--- src/rtl/core/cse_pkg.sv ---
// Shared types, constants and character tables for the C-string escape encoder.
// Used by every module of the block; depends on nothing else.
`default_nettype none

package cse_pkg;

  // Default sizing, handed to the top level parameters
  localparam int unsigned BUF_DEPTH_DEF   = 4096;
  localparam int unsigned LEN_WIDTH_DEF   = 32;
  localparam int unsigned QUEUE_DEPTH_DEF = 4;

  // Fixed field widths of the ports
  localparam int unsigned CAP_W       = 13;
  localparam int unsigned ADDR_W      = 12;
  localparam int unsigned TOTAL_LEN_W = 32;
  localparam int unsigned CHAR_W      = 8;

  localparam logic [CAP_W-1:0] CAP_RESET = 13'd4096;

  // Command codes
  typedef enum logic [1:0] {
    CMD_START  = 2'd0,
    CMD_APPEND = 2'd1,
    CMD_TERM   = 2'd2,
    CMD_NONE   = 2'd3
  } cse_cmd_e;

  // Characters used by the escapes
  localparam logic [CHAR_W-1:0] CH_NUL    = 8'h00;
  localparam logic [CHAR_W-1:0] CH_BSLASH = 8'h5c;
  localparam logic [CHAR_W-1:0] CH_QUOTE  = 8'h22;
  localparam logic [CHAR_W-1:0] CH_X      = 8'h78;
  localparam logic [CHAR_W-1:0] CH_ZERO   = 8'h30;
  localparam logic [CHAR_W-1:0] CH_TAB    = 8'h09;
  localparam logic [CHAR_W-1:0] CH_CR     = 8'h0d;
  localparam logic [CHAR_W-1:0] CH_CTL_LO = 8'h0e;
  localparam logic [CHAR_W-1:0] CH_CTL_HI = 8'h1f;
  localparam logic [CHAR_W-1:0] CH_DEL    = 8'h7f;
  localparam logic [CHAR_W-1:0] CH_BS     = 8'h08;
  localparam logic [CHAR_W-1:0] CH_SOH    = 8'h01;

  // One classified item on its way from front to back
  typedef struct packed {
    logic [1:0]                   last_idx;  // number of characters minus one
    logic [3:0][CHAR_W-1:0]       chars;     // chars[0] goes out first
    logic [ADDR_W-1:0]            addr;      // offset of chars[0]
    logic                         wen;
    logic [TOTAL_LEN_W-1:0]       total_len;
  } cse_job_t;

  // One result word on the output side
  typedef struct packed {
    logic [CHAR_W-1:0]      out_char;
    logic [ADDR_W-1:0]      out_addr;
    logic                   write_en;
    logic [TOTAL_LEN_W-1:0] total_len;
    logic                   last_of_run;
  } cse_word_t;

  // Lowercase hex digit of a nibble
  function automatic logic [CHAR_W-1:0] hex_digit(input logic [3:0] nib);
    logic [CHAR_W-1:0] ch;
    if (nib < 4'd10) begin
      ch = 8'h30 + {4'd0, nib};
    end else begin
      ch = 8'h57 + {4'd0, nib};
    end
    return ch;
  endfunction

  // Escape letter of tab through carriage return, by offset from tab
  function automatic logic [CHAR_W-1:0] ws_letter(input logic [2:0] idx);
    logic [CHAR_W-1:0] ch;
    case (idx)
      3'd0:    ch = 8'h74;  // t
      3'd1:    ch = 8'h6e;  // n
      3'd2:    ch = 8'h76;  // v
      3'd3:    ch = 8'h66;  // f
      3'd4:    ch = 8'h72;  // r
      default: ch = 8'h74;
    endcase
    return ch;
  endfunction

endpackage

`default_nettype wire

--- src/rtl/core/cse_front.sv ---
// Front end of the escape encoder: takes words, classifies the byte, updates
// position and length, and hands a job to the queue. Depends on cse_pkg.
`default_nettype none

module cse_front #(
  parameter int unsigned BUF_DEPTH = cse_pkg::BUF_DEPTH_DEF,
  parameter int unsigned LEN_WIDTH = cse_pkg::LEN_WIDTH_DEF
) (
  input  wire logic                        clk_i,
  input  wire logic                        rst_ni,
  input  wire logic                        cfg_we_i,
  input  wire logic [cse_pkg::CAP_W-1:0]   cfg_wdata_i,
  input  wire logic                        push_i,
  input  wire logic                        q_full_i,
  input  wire logic [1:0]                  cmd_i,
  input  wire logic [cse_pkg::CHAR_W-1:0]  in_byte_i,
  output      logic                        q_push_o,
  output      cse_pkg::cse_job_t           q_job_o
);

  localparam int unsigned POS_W = (BUF_DEPTH > 2) ? $clog2(BUF_DEPTH) : 1;
  localparam int unsigned EXT_W = POS_W + 2;

  logic [cse_pkg::CAP_W-1:0] cap_q;
  logic [POS_W-1:0]          wpos_q, wpos_d;
  logic [LEN_WIDTH-1:0]      len_q, len_d;

  logic [31:0]          cap_c, last_w;
  logic [POS_W-1:0]     last, pos;
  logic [EXT_W-1:0]     pos_e, last_e;
  logic [2:0]           len_inc;
  logic [LEN_WIDTH:0]   len_sum;
  logic [LEN_WIDTH-1:0] len_sat;
  logic                 is_hex, is_pair;
  logic [cse_pkg::CHAR_W-1:0] second;
  logic                 accept;

  assign accept   = push_i && !q_full_i;
  assign q_push_o = accept;

  // Write the capacity register
  always_ff @(posedge clk_i or negedge rst_ni) begin
    if (!rst_ni) begin
      cap_q <= cse_pkg::CAP_RESET;
    end else if (cfg_we_i) begin
      cap_q <= cfg_wdata_i;
    end
  end

  // Clamp capacity and current position to the last slot
  always_comb begin
    cap_c = 32'(cap_q);
    if (cap_c == 32'd0) begin
      cap_c = 32'd1;
    end
    if (cap_c > 32'(BUF_DEPTH)) begin
      cap_c = 32'(BUF_DEPTH);
    end
    last_w = cap_c - 32'd1;
    last   = last_w[POS_W-1:0];
    pos    = (wpos_q > last) ? last : wpos_q;
    pos_e  = {2'b00, pos};
    last_e = {2'b00, last};
  end

  // Classify the source byte
  always_comb begin
    is_hex = ((in_byte_i >= cse_pkg::CH_SOH) && (in_byte_i <= cse_pkg::CH_BS)) ||
             ((in_byte_i >= cse_pkg::CH_CTL_LO) && (in_byte_i <= cse_pkg::CH_CTL_HI)) ||
             (in_byte_i >= cse_pkg::CH_DEL);
    is_pair = (in_byte_i == cse_pkg::CH_NUL) ||
              ((in_byte_i >= cse_pkg::CH_TAB) && (in_byte_i <= cse_pkg::CH_CR)) ||
              (in_byte_i == cse_pkg::CH_BSLASH) || (in_byte_i == cse_pkg::CH_QUOTE);
    if (in_byte_i == cse_pkg::CH_NUL) begin
      second = cse_pkg::CH_ZERO;
    end else if ((in_byte_i >= cse_pkg::CH_TAB) && (in_byte_i <= cse_pkg::CH_CR)) begin
      second = cse_pkg::ws_letter(3'(in_byte_i - cse_pkg::CH_TAB));
    end else begin
      second = in_byte_i;
    end
  end

  // Saturating would-be length
  always_comb begin
    if (is_hex) begin
      len_inc = 3'd4;
    end else if (is_pair) begin
      len_inc = 3'd2;
    end else begin
      len_inc = 3'd1;
    end
    len_sum = {1'b0, len_q} + (LEN_WIDTH+1)'(len_inc);
    len_sat = len_sum[LEN_WIDTH] ? '1 : len_sum[LEN_WIDTH-1:0];
  end

  // Build the job and the next state
  always_comb begin
    wpos_d            = pos;
    len_d             = len_q;
    q_job_o.last_idx  = 2'd0;
    q_job_o.chars     = '0;
    q_job_o.addr      = cse_pkg::ADDR_W'(pos);
    q_job_o.wen       = 1'b0;
    case (cmd_i)
      cse_pkg::CMD_START: begin
        wpos_d       = '0;
        len_d        = '0;
        q_job_o.addr = '0;
      end
      cse_pkg::CMD_TERM: begin
        q_job_o.wen = 1'b1;
      end
      cse_pkg::CMD_APPEND: begin
        len_d = len_sat;
        if (is_hex) begin
          if ((pos_e + EXT_W'(3)) < last_e) begin
            q_job_o.last_idx = 2'd3;
            q_job_o.chars[0] = cse_pkg::CH_BSLASH;
            q_job_o.chars[1] = cse_pkg::CH_X;
            q_job_o.chars[2] = cse_pkg::hex_digit(in_byte_i[7:4]);
            q_job_o.chars[3] = cse_pkg::hex_digit(in_byte_i[3:0]);
            q_job_o.wen      = 1'b1;
            wpos_d           = POS_W'(pos_e + EXT_W'(4));
          end else begin
            wpos_d       = last;
            q_job_o.addr = cse_pkg::ADDR_W'(last);
          end
        end else if (is_pair) begin
          if ((pos_e + EXT_W'(1)) < last_e) begin
            q_job_o.last_idx = 2'd1;
            q_job_o.chars[0] = cse_pkg::CH_BSLASH;
            q_job_o.chars[1] = second;
            q_job_o.wen      = 1'b1;
            wpos_d           = POS_W'(pos_e + EXT_W'(2));
          end else begin
            wpos_d       = last;
            q_job_o.addr = cse_pkg::ADDR_W'(last);
          end
        end else begin
          q_job_o.chars[0] = in_byte_i;
          q_job_o.wen      = 1'b1;
          wpos_d = ((pos_e + EXT_W'(1)) < last_e) ? POS_W'(pos_e + EXT_W'(1)) : last;
        end
      end
      default: begin
        // unused command: report position and length only
      end
    endcase
    q_job_o.total_len = cse_pkg::TOTAL_LEN_W'(len_d);
  end

  // Advance position and length on each accepted word
  always_ff @(posedge clk_i or negedge rst_ni) begin
    if (!rst_ni) begin
      wpos_q <= '0;
      len_q  <= '0;
    end else if (accept) begin
      wpos_q <= wpos_d;
      len_q  <= len_d;
    end
  end

endmodule

`default_nettype wire

--- src/rtl/core/cse_fifo.sv ---
// Short job queue between front and back of the escape encoder.
// Register-based circular buffer; depends on cse_pkg for the job type.
`default_nettype none

module cse_fifo #(
  parameter int unsigned DEPTH = cse_pkg::QUEUE_DEPTH_DEF
) (
  input  wire logic              clk_i,
  input  wire logic              rst_ni,
  input  wire logic              push_i,
  input  wire cse_pkg::cse_job_t job_i,
  output      logic              full_o,
  input  wire logic              pop_i,
  output      logic              valid_o,
  output      cse_pkg::cse_job_t job_o
);

  localparam int unsigned PTR_W = (DEPTH > 2) ? $clog2(DEPTH) : 1;
  localparam int unsigned CNT_W = $clog2(DEPTH + 1);

  cse_pkg::cse_job_t mem_q [DEPTH];
  logic [PTR_W-1:0]  wr_ptr_q, rd_ptr_q;
  logic [CNT_W-1:0]  count_q;
  logic              do_push, do_pop;

  assign full_o  = (count_q == CNT_W'(DEPTH));
  assign valid_o = (count_q != '0);
  assign job_o   = mem_q[rd_ptr_q];
  assign do_push = push_i && !full_o;
  assign do_pop  = pop_i && valid_o;

  // Store pushed jobs
  always_ff @(posedge clk_i) begin
    if (do_push) begin
      mem_q[wr_ptr_q] <= job_i;
    end
  end

  // Advance pointers and fill count
  always_ff @(posedge clk_i or negedge rst_ni) begin
    if (!rst_ni) begin
      wr_ptr_q <= '0;
      rd_ptr_q <= '0;
      count_q  <= '0;
    end else begin
      if (do_push) begin
        wr_ptr_q <= (wr_ptr_q == PTR_W'(DEPTH - 1)) ? '0 : wr_ptr_q + PTR_W'(1);
      end
      if (do_pop) begin
        rd_ptr_q <= (rd_ptr_q == PTR_W'(DEPTH - 1)) ? '0 : rd_ptr_q + PTR_W'(1);
      end
      if (do_push && !do_pop) begin
        count_q <= count_q + CNT_W'(1);
      end else if (do_pop && !do_push) begin
        count_q <= count_q - CNT_W'(1);
      end
    end
  end

endmodule

`default_nettype wire

--- src/rtl/core/cse_back.sv ---
// Back end of the escape encoder: walks each queued job into the output
// register, one character per cycle while pop is high. Depends on cse_pkg.
`default_nettype none

module cse_back (
  input  wire logic              clk_i,
  input  wire logic              rst_ni,
  input  wire logic              head_valid_i,
  input  wire cse_pkg::cse_job_t head_i,
  output      logic              head_pop_o,
  output      logic              empty,
  input  wire logic              pop,
  output      cse_pkg::cse_word_t word_o
);

  logic               out_valid_q;
  cse_pkg::cse_word_t out_q, out_d;
  logic [1:0]         idx_q;
  logic               load, at_end;

  assign load       = head_valid_i && (!out_valid_q || pop);
  assign at_end     = (idx_q == head_i.last_idx);
  assign head_pop_o = load && at_end;
  assign empty      = !out_valid_q;
  assign word_o     = out_q;

  // Pick the current character of the head job
  always_comb begin
    out_d.out_char    = head_i.chars[idx_q];
    out_d.out_addr    = head_i.addr + cse_pkg::ADDR_W'(idx_q);
    out_d.write_en    = head_i.wen;
    out_d.total_len   = head_i.total_len;
    out_d.last_of_run = at_end;
  end

  // Load the output word
  always_ff @(posedge clk_i) begin
    if (load) begin
      out_q <= out_d;
    end
  end

  // Track output valid and the character index
  always_ff @(posedge clk_i or negedge rst_ni) begin
    if (!rst_ni) begin
      out_valid_q <= 1'b0;
      idx_q       <= '0;
    end else begin
      if (load) begin
        out_valid_q <= 1'b1;
        idx_q       <= at_end ? 2'd0 : idx_q + 2'd1;
      end else if (pop) begin
        out_valid_q <= 1'b0;
      end
    end
  end

`ifndef SYNTHESIS
  // A job half sent stays at the head of the queue
  a_mid_job_head: assert property (@(posedge clk_i) disable iff (!rst_ni)
    (idx_q != 2'd0) |-> head_valid_i)
    else $error("head job vanished in the middle of its characters");

  // The index never runs past the head job's length
  a_idx_bound: assert property (@(posedge clk_i) disable iff (!rst_ni)
    head_valid_i |-> (idx_q <= head_i.last_idx))
    else $error("character index past end of job");

  // The final character of a job is marked as last
  a_last_mark: assert property (@(posedge clk_i) disable iff (!rst_ni)
    (load && at_end) |=> (out_valid_q && out_q.last_of_run))
    else $error("final character not marked last_of_run");
`endif

endmodule

`default_nettype wire

--- src/rtl/core/c_string_escape_encoder.sv ---
// Top level of the C-string escape encoder: front classifier, job queue and
// back serializer. Depends on cse_pkg, cse_front, cse_fifo and cse_back.
//
// Usage:
//   Input channel: present cmd_i/in_byte_i with push high; the word is taken
//   at a clock edge where full is low. Start clears position and length,
//   append escapes one byte, terminate stores a NUL at the current position.
//   Result channel: while empty is low the oldest result is on out_char_o,
//   out_addr_o, write_en_o, total_len_o and last_of_run_o; pop takes it.
//   Each input word yields one, two or four results, the last flagged by
//   last_of_run_o.
//   A taken word is written into the job queue; its first result then enters
//   the output register once it is free. Throughput: one result per cycle
//   while pop is high, set by the single-character output register.
//   The job queue (QUEUE_DEPTH entries) absorbs short bursts on either side.
//   Capacity: cfg_we_i writes cfg_wdata_i into the capacity register; write
//   it only while no results are outstanding.
//   Reset: clears position, length and queue; capacity returns to 4096.
//   Stall: with pop low the output holds, the queue fills, then full rises.
`default_nettype none

module c_string_escape_encoder #(
  parameter int unsigned BUF_DEPTH   = cse_pkg::BUF_DEPTH_DEF,
  parameter int unsigned LEN_WIDTH   = cse_pkg::LEN_WIDTH_DEF,
  parameter int unsigned QUEUE_DEPTH = cse_pkg::QUEUE_DEPTH_DEF
) (
  input  wire logic                             clk_i,
  input  wire logic                             rst_ni,
  input  wire logic                             cfg_we_i,
  input  wire logic [cse_pkg::CAP_W-1:0]        cfg_wdata_i,
  input  wire logic                             push,
  output      logic                             full,
  input  wire logic [1:0]                       cmd_i,
  input  wire logic [cse_pkg::CHAR_W-1:0]       in_byte_i,
  output      logic                             empty,
  input  wire logic                             pop,
  output      logic [cse_pkg::CHAR_W-1:0]       out_char_o,
  output      logic [cse_pkg::ADDR_W-1:0]       out_addr_o,
  output      logic                             write_en_o,
  output      logic [cse_pkg::TOTAL_LEN_W-1:0]  total_len_o,
  output      logic                             last_of_run_o
);

  logic               q_push, q_full, q_valid, q_pop;
  cse_pkg::cse_job_t  q_in, q_head;
  cse_pkg::cse_word_t word;

  assign full = q_full;

  // Classify and account
  cse_front #(
    .BUF_DEPTH (BUF_DEPTH),
    .LEN_WIDTH (LEN_WIDTH)
  ) u_front (
    .clk_i       (clk_i),
    .rst_ni      (rst_ni),
    .cfg_we_i    (cfg_we_i),
    .cfg_wdata_i (cfg_wdata_i),
    .push_i      (push),
    .q_full_i    (q_full),
    .cmd_i       (cmd_i),
    .in_byte_i   (in_byte_i),
    .q_push_o    (q_push),
    .q_job_o     (q_in)
  );

  // Decouple front and back
  cse_fifo #(
    .DEPTH (QUEUE_DEPTH)
  ) u_fifo (
    .clk_i   (clk_i),
    .rst_ni  (rst_ni),
    .push_i  (q_push),
    .job_i   (q_in),
    .full_o  (q_full),
    .pop_i   (q_pop),
    .valid_o (q_valid),
    .job_o   (q_head)
  );

  // Serialize characters
  cse_back u_back (
    .clk_i        (clk_i),
    .rst_ni       (rst_ni),
    .head_valid_i (q_valid),
    .head_i       (q_head),
    .head_pop_o   (q_pop),
    .empty        (empty),
    .pop          (pop),
    .word_o       (word)
  );

  assign out_char_o    = word.out_char;
  assign out_addr_o    = word.out_addr;
  assign write_en_o    = word.write_en;
  assign total_len_o   = word.total_len;
  assign last_of_run_o = word.last_of_run;

endmodule

`default_nettype wire
--- config.mk ---
export PLATFORM = sky130hd
export DESIGN_NAME = c_string_escape_encoder
export DESIGN_NICKNAME = d
export VERILOG_FILES = /design/src/rtl/core/cse_pkg.sv /design/src/rtl/core/cse_front.sv /design/src/rtl/core/cse_fifo.sv /design/src/rtl/core/cse_back.sv /design/src/rtl/core/c_string_escape_encoder.sv
export SDC_FILE = /design/constraint.sdc
export NUM_CORES = 1
export LEC_CHECK = 0
export ABC_AREA = 1
export BUFFER_PORTS_ARGS = -buffer_cell sky130_fd_sc_hd__buf_2
export CORE_MARGIN = 4
export CORE_UTILIZATION = 55
export DETAILED_ROUTE_END_ITERATION = 7
export PLACE_DENSITY = 0.79
export SYNTH_ARGS = -nofsm -noshare
export SYNTH_HDL_FRONTEND = slang
export SYNTH_HIERARCHICAL = 1
export SYNTH_SLANG_ARGS = --single-unit
--- constraint.sdc ---
create_clock -name clk_i -period 16.28 [get_ports clk_i]
set_clock_uncertainty 0.15 [all_clocks]
set_input_delay 3.256 -clock clk_i [delete_from_list [all_inputs] [get_ports clk_i]]
set_output_delay 3.256 -clock clk_i [all_outputs]
set_load 0.02 [all_outputs]
======== Yosys cells after proc, flatten, opt, wreduce, memory -nomap -nowiden ========
Memory sizes are Yosys's and may differ from the RTL's.
Cells that the tools add are included.
storage, ports and cells
  flip-flop bits (word level) ............. 121
  RAM bits ................................ 316
  bits of input ports ..................... 28
  output and inout port bits .............. 56
  logic and storage cells ................. 130
  memories kept ........................... 1
memories
  memory        words  width  read ports  clocked after memory_dff  write ports  RTL line        text
  u_fifo.mem_q  4      79     1           0                         1            cse_fifo.sv:21  cse_pkg::cse_job_t mem_q [DEPTH];
operators by class
  add/subtract/negate cells ............... 17
  order comparisons ....................... 14
  equal/unequal tests ..................... 12
  multiplexer cells ....................... 47
  reduce and logical (&&, ||, !) cells .... 26
operator list
  kind                                                             number
  2-to-1 mux 12 bit                                                10
  2-to-1 mux 34 bit                                                2
  one-hot mux 32 bit (2 select lines)                              1
  2-to-1 mux 8 bit                                                 7
  one-hot mux 12 bit (2 select lines)                              2
  adder 32 x 3 -> 33 bit                                           1
  2-to-1 mux 16 bit                                                2
  2-to-1 mux 32 bit                                                1
  2-to-1 mux 29 bit                                                1
  less-than comparator 14 x 12 -> 1 bit                            2
  one-hot mux 5 bit (4 select lines)                               1
  adder 7 x 4 -> 8 bit (first input constant)                      2
  binary-select mux 8 bit (select 2 bit)                           1
  >= comparator 8 x 4 -> 1 bit (second input constant)             2
  less-or-equal comparator 8 x 4 -> 1 bit (second input constant)  2
  adder 6 x 4 -> 7 bit (first input constant)                      2
  adder 12 x 1 -> 13 bit (second input constant)                   1
  adder 12 x 2 -> 13 bit (second input constant)                   1
  greater-than comparator 13 bit (second input constant)           1
  zero test 13 bit                                                 1
  2-to-1 mux 13 bit                                                1
  adder 12 x 2 -> 12 bit                                           1
  adder 12 x 2 -> 12 bit (second input constant)                   1
  adder 12 x 3 -> 12 bit (second input constant)                   1
  29 further kinds                                                 69

======== Longest topological paths before layout ========
  word-level depth ........................ 13
  gate-level depth with buffers ........... 50
  depth with buffers taken out ............ 48

======== Cells and area by module ========
Netlist, hierarchy kept.
by module, submodules not included
  module     instances  cells each  area each (µm²)  sequential area each (µm²)
  cse_fifo   1          981         12858.6          9664.3
  cse_front  1          1164        7349.5           1427.6
  cse_back   1          182         2339.7           1696.6

======== Worst setup path before layout ========
Ideal clock, no wire load.
  kind .................................... input to register
  start ................................... in push
  end ..................................... mem u_fifo/mem_q[0][0] (netlist bit), enable pin
  library setup time ...................... 517 ps
  arrival time ............................ 7643 ps
  required time ........................... 15613 ps
  slack ................................... 7970 ps
  stages .................................. 6
  path buffers ............................ 2
  path through ............................ inv_1 > nor2_1 > clkbuf_1 > clkbuf_1 > nand2_1 > nor2_1
between the ends
  cells in the longest elaborated chain, start to end .. 4
ends and longest elaborated chain
  what                                    RTL line                       text
  from (decl)                             c_string_escape_encoder.sv:31  input wire logic push,
  logical AND 1 bit                       cse_front.sv:38                assign accept = push_i && !q_full_i;
  named net q_push                        c_string_escape_encoder.sv:44  logic q_push, q_full, q_valid, q_pop;
  logical AND 1 bit                       cse_fifo.sv:29                 assign do_push = push_i && !full_o;
  2-to-1 mux 1 bit                        cse_fifo.sv:34                 if (do_push) begin
  2-to-1 mux 1 bit (implied by the code)  cse_fifo.sv:35                 mem_q[wr_ptr_q] <= job_i;
  to (decl)                               cse_fifo.sv:21
The timed path passes the listed nets, and every way through them passes these cells.

==> results.json <==
{
  "cts_buffers": 45,
  "tightestPinTransition_ns": 1.08,
  "postSynth.topFlopCell": "sky130_fd_sc_hd__edfxtp_1",
  "synth.lib_cells_used.distinct": 60,
  "synth.yosys.seq_area_share_pct": 56.7,
  "global_route_wire_length_before_repair_mm": 87.0,
  "whs_path_depth": 2,
  "antenna_violations_before_repair": 0,
  "post_cts_buffers": 0,
  "synth_warn": 6,
  "p_r_area_growth_vs_syn_pct": 9.54,
  "unrepaired_setup_endpoints_after_global_routing": "false",
  "switching_share_pct": 43.4,
  "largest_net_degree_at_the_start_of_global_routing": 212,
  "clock_power_share_pct": 19.3,
  "critical-path-top-cell-by-count": "sky130_fd_sc_hd__nand3_1",
  "internal-power_w": 0.00286,
  "post_cts.resized_instances": 0,
  "commonest_cells_after_routing_fill_and_taps_aside": "sky130_fd_sc_hd__nand2_1 (587), sky130_fd_sc_hd__edfxtp_1 (370), sky130_fd_sc_hd__inv_1 (323), sky130_fd_sc_hd__o211ai_1 (162), sky130_fd_sc_hd__o21ai_0 (127)",
  "worst-path-buf-inv": 3,
  "post-place-ws_ns": 6.66,
  "fin_setup_tns_ns": 0,
  "chipHeight_um": 210,
  "clk-insertion-delay-late_ns": 0.59,
  "syn_area_per_cell_um2": 9.69,
  "first_pass_iters": 6,
  "clock_sink_count": 437,
  "post-route-period-util_pct": 56.8,
  "die_area_um2": 44300,
  "gp_congestion": 0.940,
  "clkSlewWorstSetupHoldPaths_ns": 0.06,
  "sequentialPowerShare_pct": 36.1,
  "ys_ff_latch": 437,
  "routed_wl_mm": 54.9,
  "drive_above_1_share_pct": 11.1,
  "synth_cell_area_um2": 22500,
  "dr_total_vias": 16700,
  "final-max-slew-violation-count": 0,
  "crit_path_max_incr_delay_ns": 0.90,
  "clock_tree.buffer_depth": 3,
  "critical-path-top-delay-family": "simple AND/OR/NAND/NOR gates",
  "core-area_um2": 40100,
  "cp_startpoint_kind": "input pin",
  "hold_crit_path_type": "reg2reg",
  "detail_route.vias_per_cell": 5.68,
  "synth_top_area_share_pct": 49.3,
  "initial_core_util_pct": 56.2,
  "die_w_um": 210,
  "final.hold.worst_slack_ns": 0.374,
  "end_kind": "flop",
  "grt_usage_pct": 24.6,
  "cts_hold_buf": 0,
  "hold_vio_cnt_final": 0,
  "final_setup_violation_count": 0,
  "numPortBuffers": 83,
  "worst-endpoint-required_ns": 16.61,
  "comb_power_share_pct": 44.6,
  "h-tree-depth": 2,
  "vias_in_the_first_global_route": 16200,
  "cts_tree": "yes",
  "dp.final_hpwl_mm": 35.2,
  "post_synth_main_area_contributors": "sky130_fd_sc_hd__edfxtp_1 (49%), sky130_fd_sc_hd__nand2_1 (9.8%), sky130_fd_sc_hd__dfrtp_1 (7.3%)",
  "pd_cells_nw_per_um2": 205,
  "yosys.area.top_type": "sky130_fd_sc_hd__edfxtp_1",
  "routedWlPerCell_um": 18.7,
  "nNetsFinal": 2472,
  "cp.depth": 25,
  "outcome": "finished, final reports clean",
  "timing.final.crit_period_ns": 9.25,
  "crit_type": "in2reg",
  "globalRoute.totalOverflow": 0,
  "fillerInstances": 3198,
  "ys_async_sr_fraction_pct": 15.3,
  "row_count": 73,
  "synth_edf_count": 370,
  "netlist_instances": 2327,
  "timing.max_slew.rel_slack_pct": 28.1,
  "p_leak_nw": 10.3,
  "commonest_non_fill_non_tap_cell_in_the_layout": "sky130_fd_sc_hd__nand2_1",
  "power.net_switching_w": 0.00219,
  "fmaxAchievable_mhz": 108,
  "fin_ws_ns": 7.03,
  "max_cap_violation_count": 0,
  "cp.arrival_ns": 9.59,
  "route.detailed.drc": 0,
  "detail_route.iter0.violations": 1715,
  "worst-path-max-fanout": 21,
  "antennaDiodeCount": 0,
  "critical_path.slowest_cell": "sky130_fd_sc_hd__inv_1",
  "ant_nets_after_route": 0,
  "vdd.ir_drop.worst_mv": 0.123,
  "cts_root_buf": "sky130_fd_sc_hd__clkbuf_16",
  "boundaryPins": 84,
  "timing.reg2reg.worst_path_depth": 40
}
## cells in the mapped netlist (3+ instances only)
cell                         n
sky130_fd_sc_hd__o22ai_1    10
sky130_fd_sc_hd__a21oi_2     3
sky130_fd_sc_hd__o21ai_1    21
sky130_fd_sc_hd__nor2_4      7
sky130_fd_sc_hd__xnor2_1     5
sky130_fd_sc_hd__buf_4      13
sky130_fd_sc_hd__and2_1      3
sky130_fd_sc_hd__nor4_1      6
sky130_fd_sc_hd__xor2_1     41
sky130_fd_sc_hd__buf_2      24
sky130_fd_sc_hd__dfrtp_1    66
sky130_fd_sc_hd__or2_2       7
sky130_fd_sc_hd__nand2_1   587
sky130_fd_sc_hd__inv_1     324
sky130_fd_sc_hd__nor3_2      4
sky130_fd_sc_hd__nand2_2    14
sky130_fd_sc_hd__a211oi_1    4
sky130_fd_sc_hd__nor2_2     12
sky130_fd_sc_hd__inv_2      11
sky130_fd_sc_hd__ha_1       63
sky130_fd_sc_hd__o21ai_2     6
sky130_fd_sc_hd__o21ai_0   127
sky130_fd_sc_hd__a21oi_1    54
sky130_fd_sc_hd__nor2_1    130
sky130_fd_sc_hd__nand3_4     4
sky130_fd_sc_hd__o211ai_1  162
sky130_fd_sc_hd__o21a_1      3
sky130_fd_sc_hd__o31ai_1     3
sky130_fd_sc_hd__clkbuf_1   47
sky130_fd_sc_hd__buf_6       6
sky130_fd_sc_hd__fa_1        3
sky130_fd_sc_hd__nand3_1   102
sky130_fd_sc_hd__nor3_1     13
sky130_fd_sc_hd__buf_1       7
sky130_fd_sc_hd__a31oi_1     3
sky130_fd_sc_hd__mux2_2      6
sky130_fd_sc_hd__nand3_2     6
sky130_fd_sc_hd__nand3b_1    5
sky130_fd_sc_hd__edfxtp_1  370
sky130_fd_sc_hd__nand4_1    20
## worst reg2reg max path, delay by kind of cell (launching register included)
family	cells	cell delay (ns)
buffers and inverters	5	0.94
flip-flops	1	0.45
AND/OR/NAND/NOR	25	3.71
AO/OA/AOI/OAI	5	1.60
adder cells (fa/ha/maj)	4	1.26
XOR/XNOR	1	0.18
## power groups by stage
stage                     sequential, W  combinational (W)  clock (W)
after CTS                       0.00183            0.00224   0.000988
final                           0.00183            0.00225   0.000974
after floorplan                 0.00188            0.00157          0
after detailed placement        0.00184            0.00223          0
after global placement          0.00183            0.00218          0
after global routing            0.00186            0.00251    0.00104
## kinds of logic (layout without fill, tap and decap cells)
family	count (synthesis)	count (layout)	share of synthesized area, %
fa+ha+maj	66	66	3.76
mux	6	6	0.300
simple gates	929	929	18.0
buf+inv	434	519	7.82
flops	437	437	56.7
compound gates	408	408	11.6
xor+xnor	46	46	1.79
other cells	1	4	0.0166
## path summary, 6_finish.rpt
check | end | slack (ns) | startpoint
worst min register to register | u_fifo/count_q[2] | 0.37 | u_fifo/count_q[2]
worst max-delay path | u_front/len_q[25] | 7.03 | in_byte_i[0]
min in group asynchronous | u_fifo/wr_ptr_q[0] | 2.66 | rst_ni
worst max register to register | u_fifo/mem_q[2][70] | 7.69 | u_front/cap_q[7]
max in group asynchronous | u_fifo/rd_ptr_q[0] | 12.59 | rst_ni
worst min-delay path | u_fifo/count_q[2] | 0.37 | u_fifo/count_q[2]
## per-stage QoR
| stage | area [µm²] | total power (W) | instances | utilization, % |
|---|---|---|---|---|
| floorplan | 22600 | 0.00345 | 2330 | - |
| global placement | 23300 | 0.00400 | 2856 | 58.1 |
| detailed placement | 23300 | 0.00407 | 2856 | 58.1 |
| CTS | 24700 | 0.00506 | 2940 | 61.6 |
| global route | 24700 | 0.00541 | 2940 | 61.6 |
| finish | 24700 | 0.00505 | 2940 | 61.6 |
## flip-flops by register name, summed over array words and instances (netlist names)
name,flops
u_back/word_o,54
u_fifo/count_q,3
u_front/wpos_q,12
u_fifo/rd_ptr_q,2
u_fifo/mem_q,316
u_front/len_q,32
u_front/cap_q,13
u_back/out_valid_q,1
u_back/idx_q,2
u_fifo/wr_ptr_q,2
## metal layers
| layer | part of all wire, % | track usage, % | up-vias |
|---|---|---|---|
| li1 | - | - | 7965 |
| met5 | 0 | 0 | - |
| met3 | 7.4 | 4.08 | 94 |
| met4 | 2.1 | 7.00 | 0 |
| met1 | 42 | 33.8 | 8010 |
| met2 | 48 | 41.1 | 629 |
## layout make-up
type	count	area (µm²)	area share [%]
Tap cell	525	657	2.66
Timing Repair Buffer	99	551	2.23
Inverter	336	1260	5.11
Clock buffer	59	1190	4.81
Clock inverter	25	203	0.821
Multi-Input combinational cell	1459	8050	32.6
Sequential cell	437	12800	51.8
Power figures use the tool's default switching activity.
